[config.mk]
export PLATFORM = sky130hd
export DESIGN_NAME = h263_fragment_bit_merge_core
export DESIGN_NICKNAME = d
export VERILOG_FILES = /design/src/design/h263fbm_pkg.sv /design/src/design/h263fbm_merge.sv /design/src/design/h263fbm_out_queue.sv /design/src/design/h263_fragment_bit_merge_core.sv
export SDC_FILE = /design/constraint.sdc
export NUM_CORES = 1
export LEC_CHECK = 0
export ABC_CLOCK_PERIOD_IN_PS = 5600
export BUFFER_PORTS_ARGS = -buffer_cell sky130_fd_sc_hd__buf_2
export CAP_MARGIN = 5
export CORE_MARGIN = 2
export CORE_UTILIZATION = 60
export CTS_CLUSTER_DIAMETER = 150
export DETAILED_ROUTE_END_ITERATION = 8
export PLACE_DENSITY = 0.88
export SYNTH_ARGS = -nofsm -noshare
export SYNTH_HDL_FRONTEND = slang
export SYNTH_HIERARCHICAL = 1
export SYNTH_SLANG_ARGS = --single-unit
[constraint.sdc]
create_clock -name clk -period 5.6 [get_ports clk]
set_clock_uncertainty 0.15 [all_clocks]
set_input_delay 1.4 -clock clk [delete_from_list [all_inputs] [get_ports clk]]
set_output_delay 1.4 -clock clk [all_outputs]
set_load 0.05 [all_outputs]
[src/design/h263fbm_pkg.sv]
`timescale 1ns / 1ps
`default_nettype none
package h263fbm_pkg;

  localparam int unsigned OUT_QUEUE_DEPTH = 4;

  typedef struct packed {
    logic       mode;
    logic [7:0] in_byte;
    logic       packet_start;
    logic       packet_end;
    logic       frame_end;
    logic [2:0] start_bits;
    logic [2:0] end_bits;
  } in_item_t;

  typedef struct packed {
    logic [7:0] out_byte;
    logic       last_of_frame;
  } out_item_t;

  typedef struct packed {
    logic [1:0] count;
    out_item_t  first;
    out_item_t  second;
  } push_t;

  function automatic logic [7:0] low_mask(input logic [2:0] sbits);
    low_mask = 8'hff >> sbits;
  endfunction

  function automatic logic [7:0] high_mask(input logic [2:0] ebits);
    high_mask = 8'hff << ebits;
  endfunction

endpackage
`default_nettype wire

[src/design/h263fbm_merge.sv]
`timescale 1ns / 1ps
`default_nettype none
module h263fbm_merge
  import h263fbm_pkg::*;
(
  input  wire logic     clk,
  input  wire logic     rst,
  input  wire logic     step,
  input  wire in_item_t item,
  output push_t         push
);

  logic [7:0] pending_byte;
  logic       pending_valid;
  logic [7:0] pending_byte_next;
  logic       pending_valid_next;

  logic       merge;
  logic       end_mask;
  logic [7:0] end_and;
  logic [7:0] byte_mid;
  logic       valid_mid;
  logic       emit_append;
  logic       emit_end;

  always_comb begin
    merge    = item.mode && item.packet_start && (item.start_bits != 3'd0);
    end_mask = item.mode && item.packet_end && (item.end_bits != 3'd0);
    end_and  = end_mask ? high_mask(item.end_bits) : 8'hff;

    if (merge) begin
      valid_mid = pending_valid;
      byte_mid  = pending_valid
                ? ((pending_byte | (item.in_byte & low_mask(item.start_bits))) & end_and)
                : pending_byte;
    end else begin
      valid_mid = 1'b1;
      byte_mid  = item.in_byte & end_and;
    end

    emit_append = !merge && pending_valid;
    emit_end    = item.frame_end && valid_mid;

    push.count  = step ? ({1'b0, emit_append} + {1'b0, emit_end}) : 2'd0;
    push.first  = emit_append ? out_item_t'{out_byte: pending_byte, last_of_frame: 1'b0}
                              : out_item_t'{out_byte: byte_mid, last_of_frame: 1'b1};
    push.second = out_item_t'{out_byte: byte_mid, last_of_frame: 1'b1};

    if (item.frame_end) begin
      pending_byte_next  = 8'h00;
      pending_valid_next = 1'b0;
    end else begin
      pending_byte_next  = byte_mid;
      pending_valid_next = valid_mid;
    end
  end

  always_ff @(posedge clk) begin
    if (rst) begin
      pending_byte  <= 8'h00;
      pending_valid <= 1'b0;
    end else if (step) begin
      pending_byte  <= pending_byte_next;
      pending_valid <= pending_valid_next;
    end
  end

endmodule
`default_nettype wire

[src/design/h263fbm_out_queue.sv]
`timescale 1ns / 1ps
`default_nettype none
module h263fbm_out_queue
  import h263fbm_pkg::*;
#(
  parameter int unsigned DEPTH = OUT_QUEUE_DEPTH
) (
  input  wire logic      clk,
  input  wire logic      rst,
  input  wire push_t     push,
  output logic           room,
  output logic           out_valid,
  input  wire logic      out_ready,
  output out_item_t      out_data
);

  localparam int unsigned PW = (DEPTH > 1) ? $clog2(DEPTH) : 1;
  localparam int unsigned CW = $clog2(DEPTH + 1);
  localparam logic [CW-1:0] ROOM_MAX = CW'(DEPTH - 2);

  out_item_t     entries [DEPTH];
  logic [PW-1:0] wr_ptr;
  logic [PW-1:0] rd_ptr;
  logic [CW-1:0] count;
  logic [PW-1:0] wr_ptr_second;
  logic          pop;

  assign wr_ptr_second = wr_ptr + PW'(1);
  assign pop           = out_valid && out_ready;
  assign out_valid     = (count != '0);
  assign out_data      = entries[rd_ptr];
  assign room          = (count <= ROOM_MAX);

  always_ff @(posedge clk) begin
    if (push.count != 2'd0) begin
      entries[wr_ptr] <= push.first;
    end
    if (push.count == 2'd2) begin
      entries[wr_ptr_second] <= push.second;
    end
  end

  always_ff @(posedge clk) begin
    if (rst) begin
      wr_ptr <= '0;
      rd_ptr <= '0;
      count  <= '0;
    end else begin
      wr_ptr <= wr_ptr + PW'(push.count);
      if (pop) begin
        rd_ptr <= rd_ptr + PW'(1);
      end
      count <= count + CW'(push.count) - CW'(pop);
    end
  end

endmodule
`default_nettype wire

[src/design/h263_fragment_bit_merge_core.sv]
`timescale 1ns / 1ps
`default_nettype none
// channel  | handshake            | word
// ---------+----------------------+-------------------------------------------
// input    | in_valid / in_ready  | in_data: mode, byte, packet flags, counts
// output   | out_valid / out_ready| out_data: out_byte, last_of_frame
//
// One input word per cycle while the queue has room. A word is held in the input register, then
// the pending-byte merge puts 0, 1 or 2 words into a DEPTH-entry output queue.
// Output words are read only from the output queue, after they are registered there.
// The input register advances only while the queue has room for two words.
// Synchronous reset clears the pending byte, the input register and the queue.
module h263_fragment_bit_merge_core
  import h263fbm_pkg::*;
#(
  parameter int unsigned DEPTH = OUT_QUEUE_DEPTH
) (
  input  wire logic      clk,
  input  wire logic      rst,
  input  wire logic      in_valid,
  output logic           in_ready,
  input  wire in_item_t  in_data,
  output logic           out_valid,
  input  wire logic      out_ready,
  output out_item_t      out_data
);

  logic     stage_valid;
  in_item_t stage_item;
  logic     room;
  logic     advance;
  push_t    push;

  assign advance  = stage_valid && room;
  assign in_ready = !stage_valid || room;

  always_ff @(posedge clk) begin
    if (rst) begin
      stage_valid <= 1'b0;
    end else if (in_valid && in_ready) begin
      stage_valid <= 1'b1;
    end else if (advance) begin
      stage_valid <= 1'b0;
    end
  end

  always_ff @(posedge clk) begin
    if (in_valid && in_ready) begin
      stage_item <= in_data;
    end
  end

  h263fbm_merge u_merge (
    .clk  (clk),
    .rst  (rst),
    .step (advance),
    .item (stage_item),
    .push (push)
  );

  h263fbm_out_queue #(
    .DEPTH (DEPTH)
  ) u_out_queue (
    .clk       (clk),
    .rst       (rst),
    .push      (push),
    .room      (room),
    .out_valid (out_valid),
    .out_ready (out_ready),
    .out_data  (out_data)
  );

endmodule
`default_nettype wire
After elaboration in Yosys (flattened, before gate mapping). Memory sizes are Yosys's and may differ from the RTL's. A register that Yosys moved wholly into a read port is not among the register bits. Cells that the tools add are included.

Flip-flop bits (word level): 35. Latch bits: 0. RAM bits: 36. Bits in read-only memories: 0. Bits of input ports: 22. Output and inout port bits: 11. Word-level logic and storage cells: 61. Memories kept: 1.

Memory list: u_out_queue.entries (depth 4, width 9, read ports 1, clocked after memory_dff 1, write ports 2, RTL line h263fbm_out_queue.sv:21) `out_item_t entries [DEPTH];`.

$add $sub $neg: 6. Multiply operators: 0. Div/mod/pow operators: 0. Order comparisons: 1. Eq/ne operators: 1. Shift operators: 2. Mux-type cells: 16. Bitwise gates (word level): 4. Reductions and logical operators: 17.

Operator list (number): $mux 8 (4); $and 8x8->8 (3); $logic_and 1x1->1 (9); $mux 9 (1); $reduce_bool 3->1 (3); $mux 1 (8); $or 8x8->8 (1); $shl 8x3->8 const A (1); $shr 8x3->8 const A (1); $mux 2 (3); $add 2x1->2 const B (2); $reduce_bool 2->1 (2); $add 3x2->3 (1); $le 3x2->1 const B (1); $sub 3x1->3 (1); $add 1x1->2 (1); $add 2x2->2 (1); $eq 2x2->1 const B (1); $logic_not 1->1 (2); $logic_or 1x1->1 (1).

Depth between registers and ports, before layout. Gate-level depths: netlist of run 1.

Depth in word-level cells: 9. Gate-level depth with buffers: 13. Gate-level depth less buffers: 11.

By module. The synthesis of run 1 kept the hierarchy.

By module, submodules not included: h263fbm_out_queue (instances 1, cells an instance 138, area an instance 2296.0 µm², seq. area each 1261.2 µm²); h263fbm_merge (instances 1, cells an instance 127, area an instance 917.1 µm², seq. area each 180.2 µm²); h263_fragment_bit_merge_core (instances 1, cells an instance 24, area an instance 603.1 µm², seq. area each 560.5 µm²).

Least setup slack after synthesis of run 1. OpenSTA, ideal clock, no wires.

Path kind: register to register. From: register stage_item[3] (netlist bit). To: memory u_out_queue/entries[1][7] (netlist bit) (data pin). Library setup time: 0.260 ns. Arrival: 2.796 ns. Required time: 5.190 ns. Slack: 2.394 ns. Cell stages (with the launch flop): 10. Buffers on the path: 2. Clock period less this slack: 3.206 ns. Path through: edfxtp_1 o311ai_4 nand2_1 buf_2 inv_1 ha_1 and2_1 buf_2 nor4b_4 mux2_4.

RTL lines: start: declaration (RTL line h263_fragment_bit_merge_core.sv:29) `in_item_t stage_item;`; start signal: assignment (RTL line h263_fragment_bit_merge_core.sv:49) `stage_item <= in_data;`; end: declaration (RTL line h263fbm_out_queue.sv:21).

==> flow_summary.toml, run 1 <==
[cells_and_area]
fin_nets = 346
n_antenna_cell = 0
area.growth.synth_to_final_pct = 11.6
fin_util_pct = 68.2
stdcell_count = 400
multi_input_area_sq_mm = 0.00166
postLayoutCellArea_sq_mm = 0.00426
n_fill_cell = 452
regArea_sq_mm = 0.00200
drive_above_1_share_pct = 34.1

[clock_tree]
clkTransAtPathRegs_ns = 0.07
cts_buffers = 9
htreeDepth = 3
cts_tree = "built"
cts_setup_buffers = 0
postCtsHoldBufs = 0
ctsResizeCount = 0
clockBufferDepth = 2
clockRootBuffer = "clkbuf_8"
cts_sinks = 73
clock_latency_ns = 0.34

[timing]
fmax_ghz = 0.249
finalCritPeriodShare_pct = 71.6
setup_viol = 0
worst_pin_slew_ns = 0.913
min_period_ns = 4.01
slew_headroom_pct = 39.0
fin_ws_ns = 1.59
rsz0062_at_grt = "no"
maxSlewViolCount = 0
whs_ns = 0.353
hold_violations = 0
tns_ns = 0

[pwr]
power-per-cell-area_mw_per_mm2 = 389
ir_drop_mv = 0.237
power.total_mw = 1.66
leakage_nw = 1.58

[synth]
synth_area_per_cell_sq_um = 13.2
synth_warnings = 6
async_flop_share_pct = 0
synthFlopType = "edfxtp_1"
synth_edf_count = 54
ys_seq_area_share_pct = 52.5
synth-seq-cells = 73
synth_cell_types = 64
synth_cells = 289
syn-cell-area_sq_mm = 0.00382
syn_nets = 317

[placed_design]
postPlaceCellArea_sq_mm = 0.00400
io_buffer_count = 32
hpwl_um = 5200
pre_cts_ws_ns = 1.62
dp_cells = 383
gp_congestion = 0.916

[critical_path]
cp_data_arrival_time_ns = 3.91
r2r_setup_slack_ns = 1.59
crit_fanout = 17
r2r_cells = 8
cp.required_ns = 5.50
critPathKind = "flop to flop"
worstSetupEndpoint = "u_out_queue/entries[0][0]"
worst_setup_path_start_kind = "flop"
crit_path_end_kind = "flop"
startpoint = "stage_item[3]"
worstReg2RegEnd = "u_out_queue/entries[0][0]"
r2r-start = "stage_item[3]"

[job]
maxCapViolCount = 0

[drt]
remaining_drc_errors = 0
final_antenna_net_count = 0
dr.pass1.iters = 5
drt_iter0_drc = 160
num_vias = 2453
wl_per_cell_um = 18.5
via_per_inst = 6.13
routed_wl_um = 7390

[hold_path]
hold_path.class = "flop to flop"

[floorplanning]
die_x_um = 83.8
io_pins = 33
num_rows = 29
core_area_sq_mm = 0.00624
start_util_pct = 61.1
die_area_sq_mm = 0.00701
die_h_um = 83.8

[grt]
grt_use_total_pct = 22.2
antenna_found_initial = 0
grt_pass1_vias = 2417
grt-ovfl-total = 0
grt_first_pass_wirelength_um = 11900
grt_max_degree = 19

[outcome]
outcome = "finished, final reports clean"
-- report_power, final --
part           total [mW]  internal (mW)  switching, mW
Sequential          0.698          0.640         0.0577
Clock               0.529          0.340          0.189
Combinational       0.431          0.189          0.242
-- cells in the final DEF (no fill, tap or decap), types with 9 or more instances in the layout --
cell and n:
edfxtp_1 54, buf_2 33, mux2_2 31, dfxtp_1 19
inv_1 16, nor2_1 15, nand2_1 14, nor2b_1 10
a21oi_1 10, mux2_4 10, clkbuf_8 9, mux4_2 9
-- metal layers --
layer	global-route usage, %	vias up	wire (um)
met2	38.2	85	3680
li1	-	1170	-
met5	0	-	0
met3	3.36	13	329
met1	27.9	1185	3230
met4	9.82	0	153
-- critical path: stages (launching register included) --
cell and delay [ns]:
edfxtp_1 0.48, o311ai_4 0.70, nand2_1 0.50, inv_1 0.15, ha_1 0.23, and2_1 0.28, nand4b_1 0.57, o31ai_1 0.37
buf_2 0.30
-- kinds of logic after synthesis --
group / synth area share [%]
flip-flops: 52.5
multiplexers: 18.7
XOR/XNOR: 1.18
adder cells (fa/ha/maj): 2.16
other: 0.0983
buffers and inverters: 3.97
AND/OR/NAND/NOR: 10.2
AO/OA/AOI/OAI: 11.3
-- cell usage after synthesis, drive strengths merged (3+ instances only) --
cell	n	area share (%)
dfxtp	19	10
ha	5	1.6
nand2	14	1.4
nand3	7	0.92
o22ai	3	0.49
o32a	3	0.79
o2111ai	3	0.69
mux4	9	5.3
nor2	15	1.5
edfxtp	54	42
clkbuf	4	0.43
nor3	3	0.52
a31oi	3	0.49
nand4	3	0.49
nor2b	10	1.6
o21ai	7	0.92
inv	16	1.6
buf	13	2.0
mux2	41	13
a21oi	11	1.5
and2	5	0.92
-- worst min path at each step --
stage,from,to,slack (ns),cells past startpoint
global placement,u_merge/pending_byte[1],u_merge/pending_byte[1],0.33,2
global route,u_merge/pending_byte[7],u_merge/pending_byte[7],0.37,2
CTS,u_merge/pending_byte[1],u_merge/pending_byte[1],0.35,2
floorplan,u_merge/pending_byte[4],u_merge/pending_byte[4],0.30,2
detailed placement,u_merge/pending_byte[1],u_merge/pending_byte[1],0.34,2
finish,u_merge/pending_byte[4],u_merge/pending_byte[4],0.35,2
-- layout make-up --
class	instances	share of cell area [%]
Multi-Input combinational cell	183	39.0
Sequential cell	73	47.0
Clock buffer	10	3.00
Timing Repair Buffer	35	4.23
Inverter	16	1.41
Clock inverter	6	3.06
Tap cell	77	2.26
-- registers in the layout (all words and copies together) (netlist names), named ones only --
signal                 flops
u_merge/pending_byte       8
stage_item                18
u_merge/pending_valid      1
u_out_queue/entries       36
u_out_queue/wr_ptr         2
stage_valid                1
u_out_queue/count          3
u_out_queue/rd_ptr         2
No activity file was read; power rests on OpenSTA's default activity.
==> run 2, diff against run 1 <==
--- a/config.mk
+++ b/config.mk
@@ -5,14 +5,15 @@
 export SDC_FILE = /design/constraint.sdc
 export NUM_CORES = 1
 export LEC_CHECK = 0
-export ABC_CLOCK_PERIOD_IN_PS = 5600
+export ABC_AREA = 1
+export ABC_CLOCK_PERIOD_IN_PS = 3400
 export BUFFER_PORTS_ARGS = -buffer_cell sky130_fd_sc_hd__buf_2
 export CAP_MARGIN = 5
 export CORE_MARGIN = 2
-export CORE_UTILIZATION = 60
+export CORE_UTILIZATION = 54
 export CTS_CLUSTER_DIAMETER = 150
 export DETAILED_ROUTE_END_ITERATION = 8
-export PLACE_DENSITY = 0.88
+export PLACE_DENSITY = 0.84
 export SYNTH_ARGS = -nofsm -noshare
 export SYNTH_HDL_FRONTEND = slang
 export SYNTH_HIERARCHICAL = 1
==> constraint.sdc (replaced) <==
create_clock -name clk -period 3.4 [get_ports clk]
set_clock_uncertainty 0.15 [all_clocks]
set_input_delay 0.85 -clock clk [delete_from_list [all_inputs] [get_ports clk]]
set_output_delay 0.85 -clock clk [all_outputs]
set_load 0.05 [all_outputs]
==> run 2 against run 1 <==
Net effect:
- total power up 59%
- clock power up 40%
- non-clock buffer count up 3
- via count up 19%
- synthesized cell count up 43%
- sequential cell count unchanged
- sequential power up 56%
- wire length up 4.3%
- final area up 1.9%
- final cell count up 38%
- area after synthesis up 2.0%
- highest routed layer unchanged
==> flow_summary.toml, run 2 <==
[outcome]
outcome = "finished, final reports clean"

[timing]
worst_pin_slew_ns = 0.551
tns_ns = 0
slew_headroom_pct = 63.3
min_period_ns = 2.93
setup_viol = 0
rsz0062_at_grt = "no"
fmax_ghz = 0.342
hold_violations = 0
maxSlewViolCount = 0
finalCritPeriodShare_pct = 86.1

[grt]
grt_use_total_pct = 21.4
met1_usage_pct = 26.1
grt_util_met3_pct = 3.88
grt_max_degree = 20
grtUsageMet2_pct = 36.6
antenna_found_initial = 0
grt_first_pass_wirelength_um = 12700
grt-ovfl-total = 0
grt_pass1_vias = 2847
top_usage_layer = "met2"

[floorplanning]
core_area_sq_mm = 0.00687
die_area_sq_mm = 0.00791
num_rows = 30
die_x_um = 88.9
io_pins = 33
die_h_um = 88.9
start_util_pct = 56.7

[critical_path]
cp_num_buf_inv = 4
worstPathCellList = "nor2_4 > nand2_4 > nand3_1 > nand2_1 > inv_1 > ha_1 > nand2_1 > inv_1 > inv_2 > ha_1 > inv_1 > fa_1 > or2_2 > nand3_1 > nand2_1 > nor2_1"
crit_family = "simple AND/OR/NAND/NOR gates"
crit_fanout = 5
critPathKind = "flop to flop"
path_depth = 16
cp.required_ns = 3.53
crit_path_end_kind = "flop"
r2r_cells = 16
r2r-start = "stage_item[4]"
worstReg2RegEnd = "u_out_queue/count[2]"
worst_setup_path_start_kind = "flop"
crit_slowest_cell = "edfxtp_1"
r2r_setup_slack_ns = 0.47
cp_data_arrival_time_ns = 3.06
critPathMaxStageDelay_ns = 0.48

[synth]
synthMuxAreaShare_pct = 0
synth_warnings = 6
synth_top_area_cell = "edfxtp_1"
synth_cell_types = 40
synth-xor-area-share_pct = 0
synth_compound_area_share_pct = 18.3
synth_edf_count = 54
synth_top_family_by_area = "simple AND/OR/NAND/NOR gates"
synth_cells = 413
synth-seq-cells = 73
synth_area_per_cell_sq_um = 9.43
synthAdderAreaFrac_pct = 2.12
ys_seq_area_share_pct = 51.4
yosys.area.top_type_share_pct = 41.6
yosys.area_share.simple_pct = 20.6
async_flop_share_pct = 0
syn_nets = 441
synth_common_cells = "nand2_1, edfxtp_1, inv_1, nor2_1, o21ai_2"
ys_top_cells_by_area = "edfxtp_1, nand2_1, dfxtp_1"
syn-cell-area_sq_mm = 0.00389
yosys.cell_count.top_type = "nand2_1"
synthFlopType = "edfxtp_1"

[drt]
via_per_inst = 5.28
wl_per_cell_um = 13.9
final_antenna_net_count = 0
num_vias = 2920
drt_iter0_drc = 196
remaining_drc_errors = 0
dr.pass1.iters = 8
routed_wl_um = 7700

[clock_tree]
htreeDepth = 3
cts_buffers = 9
cts_tree = "built"
clkTransAtPathRegs_ns = 0.07
cts_sinks = 73
postCtsHoldBufs = 0
clockRootBuffer = "clkbuf_8"
clock_latency_ns = 0.34
cts_setup_buffers = 0
ctsResizeCount = 0
clockBufferDepth = 2

[pwr]
power-per-cell-area_mw_per_mm2 = 607
leakage_nw = 1.78
ir_drop_mv = 0.347
power.total_mw = 2.63

[placed_design]
hpwl_um = 5440
gp_congestion = 0.869
io_buffer_count = 32

[cells_and_area]
mostFrequentLayoutCell = "nand2_1"
final_cell_mix = "nand2_1, edfxtp_1, inv_1"
largest_reg_flops = 36
n_antenna_cell = 0
fin_util_pct = 63.2
drive_above_1_share_pct = 25.4
area.growth.synth_to_final_pct = 11.5
n_fill_cell = 554
regMostFlops = "u_out_queue/entries"
fin_nets = 480
largestRegisters = "u_out_queue/entries: 36 flops, stage_item: 18 flops, u_merge/pending_byte: 8 flops"

[hold_path]
hold_path.class = "flop to flop"
min_from = "u_merge/pending_byte[6]"
min_to = "u_merge/pending_byte[6]"
whs_path_depth = 2

[job]
maxCapViolCount = 0
## run 2: power breakdown
group | total [mW] | internal (mW) | leakage, nW | switching [mW]
combinational | 0.805 | 0.223 | 1.01 | 0.582
clock | 0.739 | 0.428 | 0.110 | 0.311
sequential | 1.09 | 1.04 | 0.655 | 0.0468
## run 2: through the flow
step | hold WS [ns] | setup WS [ns] | cells | instance area (sq um)
final | 0.317 | 0.473 | 553 | 4340
after global routing | 0.346 | 0.237 | 553 | 4340
after CTS | 0.318 | 0.495 | 553 | 4340
after detailed placement | 0.307 | 0.550 | 537 | 4120
after global placement | 0.303 | 0.637 | 537 | 4120
after floorplan | 0.295 | 0.671 | 413 | 3890
## run 2: how the worst max path moves through the flow
| stage | startpoint | to | slack [ns] |
|---|---|---|---|
| 6_report | stage_item[4] | u_out_queue/count[2] | 0.47 |
| 3_5_place_dp | stage_item[4] | u_out_queue/count[2] | 0.55 |
| 3_3_place_gp | stage_item[4] | u_out_queue/count[2] | 0.64 |
| 2_1_floorplan | stage_item[17] | u_out_queue/entries[0][0] | 0.67 |
| 5_1_grt | stage_item[4] | u_out_queue/count[2] | 0.24 |
| 4_1_cts | stage_item[4] | u_out_queue/count[2] | 0.50 |
## run 2: per-layer routing
layer / up-vias / part of all wire, %
met4: 0 / 2.1
met3: 13 / 4.7
met5: - / 0
li1: 1468 / -
met2: 95 / 51
met1: 1344 / 42
## run 2: worst register-to-register path: stages (launching register included)
cell      delay (ns)
edfxtp_1        0.48
nor2_4          0.15
nand2_4         0.09
nand3_1         0.17
nand2_1         0.08
inv_1           0.06
ha_1            0.14
nand2_1         0.05
inv_1           0.10
inv_2           0.09
ha_1            0.29
inv_1           0.06
fa_1            0.43
or2_2           0.30
nand3_1         0.09
nand2_1         0.07
nor2_1          0.08
## run 2: layout make-up
type	count	area (sq um)	area share, %
sequential	73	2000	46.1
multi-input combinational	279	1600	36.8
timing repair buffer	38	205	4.73
inverter	51	196	4.52
clock buffer	10	138	3.17
tap	96	120	2.77
clock inverter	6	81.3	1.87
## run 2: kinds of logic (layout without fill, tap and decap cells)
logic type / count (synthesis) / count (layout)
AO/OA/AOI/OAI: 101 / 101
adder cells (fa/ha/maj): 6 / 6
buffers and inverters: 61 / 105
flip-flops: 73 / 73
other: 1 / 1
AND/OR/NAND/NOR: 171 / 171
==> run 3, diff against run 2 <==
--- a/config.mk
+++ b/config.mk
@@ -9,6 +9,7 @@
 export ABC_CLOCK_PERIOD_IN_PS = 3400
 export BUFFER_PORTS_ARGS = -buffer_cell sky130_fd_sc_hd__buf_2
 export CAP_MARGIN = 5
+export CORE_ASPECT_RATIO = 1.75
 export CORE_MARGIN = 2
 export CORE_UTILIZATION = 54
 export CTS_CLUSTER_DIAMETER = 150
==> run 3 against run 2 <==
Net effect:
- via count shrank 3.5%
- final cell count down 1.8%
- sequential share of layout area fell by 1.3 points
- utilization fell by 0.13 points
- worst hold slack improved by 0.0030 ns
- critical path depth shrank 1
- non-clock buffer count did not move
- die area is 0.34% higher
- sequential power hardly changed
- global-route usage shrank 1.8 points
- setup slack improved by 0.018 ns
- critical endpoint unchanged
- largest cell class unchanged
- highest routed layer unchanged
==> flow_summary.toml, run 3 (same netlist as run 2, synthesis figures left out) <==
[outcome]
outcome = "finished, final reports clean"

[critical_path]
crit_fanout = 5
worst_setup_path_start_kind = "flop"
cp_data_arrival_time_ns = 2.99
crit_path_end_kind = "flop"
cp.required_ns = 3.48
critPathKind = "flop to flop"

[job]
maxCapViolCount = 0

[clock_tree]
cts_setup_buffers = 0
clockRootBuffer = "clkbuf_16"
clkTransAtPathRegs_ns = 0.05
postCtsHoldBufs = 0
cts_sinks = 73
ctsResizeCount = 0
cts_buffers = 9
htreeDepth = 3
clock_latency_ns = 0.34
clockBufferDepth = 2
cts_tree = "built"

[grt]
grt_max_degree = 20
grt-ovfl-total = 0
grt_first_pass_wirelength_um = 11400
grt_pass1_vias = 2642
antenna_found_initial = 0
grt_use_total_pct = 19.6

[timing]
setup_viol = 0
tns_ns = 0
slew_headroom_pct = 62.5
rsz0062_at_grt = "no"
min_period_ns = 2.91
worst_pin_slew_ns = 0.557
hold_violations = 0
fmax_ghz = 0.344
fin_ws_ns = 0.491
finalCritPeriodShare_pct = 85.6
maxSlewViolCount = 0

[floorplanning]
die_area_sq_mm = 0.00793
core_area_sq_mm = 0.00708
start_util_pct = 55.0
io_pins = 33
num_rows = 41
die_h_um = 116
die_x_um = 68.2

[placed_design]
gp_congestion = 0.829
io_buffer_count = 32
pre_cts_ws_ns = 0.527
hpwl_um = 5310

[cells_and_area]
n_fill_cell = 560
regMostFlops = "u_out_queue/entries"
largest_reg_flops = 36
n_antenna_cell = 0
mostFrequentLayoutCell = "nand2_1"
area.growth.synth_to_final_pct = 14.7
largestRegisters = "u_out_queue/entries: 36 flops, stage_item: 18 flops, u_merge/pending_byte: 8 flops"
fin_util_pct = 63.1
fin_nets = 480
final_cell_mix = "nand2_1, edfxtp_1, inv_1"
drive_above_1_share_pct = 25.4

[drt]
via_per_inst = 5.19
dr.pass1.iters = 4
num_vias = 2818
wl_per_cell_um = 12.6
final_antenna_net_count = 0
drt_iter0_drc = 83
remaining_drc_errors = 0
routed_wl_um = 6860

[hold_path]
hold_path.class = "flop to flop"

[pwr]
power-per-cell-area_mw_per_mm2 = 665
leakage_nw = 1.84
power.total_mw = 2.97
ir_drop_mv = 0.439
==> run 3: path summary, 6_finish.rpt <==
path / slack, ns / to / depth (start not counted) / start
worst max-delay path: 0.49 / u_out_queue/count[2] / 15 / stage_item[4]
worst min-delay path: 0.32 / u_merge/pending_byte[7] / 2 / u_merge/pending_byte[7]
worst max register to register: 0.49 / u_out_queue/count[2] / 15 / stage_item[4]
worst min register to register: 0.32 / u_merge/pending_byte[7] / 2 / u_merge/pending_byte[7]
==> run 3: worst max-delay path, stage by stage, from the launching register on <==
cell	delay, ns
edfxtp_1	0.48
nor2_4	0.16
nand2_4	0.09
nand3_1	0.17
nand2_1	0.08
inv_1	0.06
ha_1	0.13
nand2_1	0.05
inv_1	0.10
inv_2	0.08
ha_1	0.28
inv_1	0.05
fa_1	0.43
or2_2	0.30
a21oi_1	0.13
nor2_1	0.06
==> run 3: metrics by stage <==
stage	cells	cell area, sq um	hold WS [ns]
5_1_grt	543	4470	0.326
3_3_place_gp	527	4110	0.301
2_1_floorplan	413	3890	0.295
6_report	543	4470	0.320
4_1_cts	543	4470	0.318
3_5_place_dp	527	4110	0.309
==> run 3: final cells by class <==
type                       count  area (sq um)  area share (%)
clock buffer                  12           256            5.74
clock inverter                 4          98.8            2.21
inverter                      51           196            4.40
multi-input combinational    279          1600            35.8
sequential                    73          2000            44.8
tap                           86           108            2.41
timing repair buffer          38           205            4.60
==> run 3: per-layer routing <==
metal / share of wire [%] / up-vias / track usage [%] / routed length, um
met5: 0 / - / 0 / 0
met1: 36 / 1281 / 18.3 / 2460
met4: 3.2 / 0 / 12.1 / 220
li1: - / 1470 / - / -
met2: 58 / 51 / 36.6 / 3990
met3: 2.8 / 16 / 4.43 / 193
==> run 3: power breakdown <==
| part | leakage [nW] | total (mW) | switching [mW] | internal [mW] |
|---|---|---|---|---|
| registers | 0.655 | 1.09 | 0.0453 | 1.05 |
| logic | 1.01 | 0.791 | 0.568 | 0.223 |
| clock network | 0.173 | 1.09 | 0.332 | 0.757 |
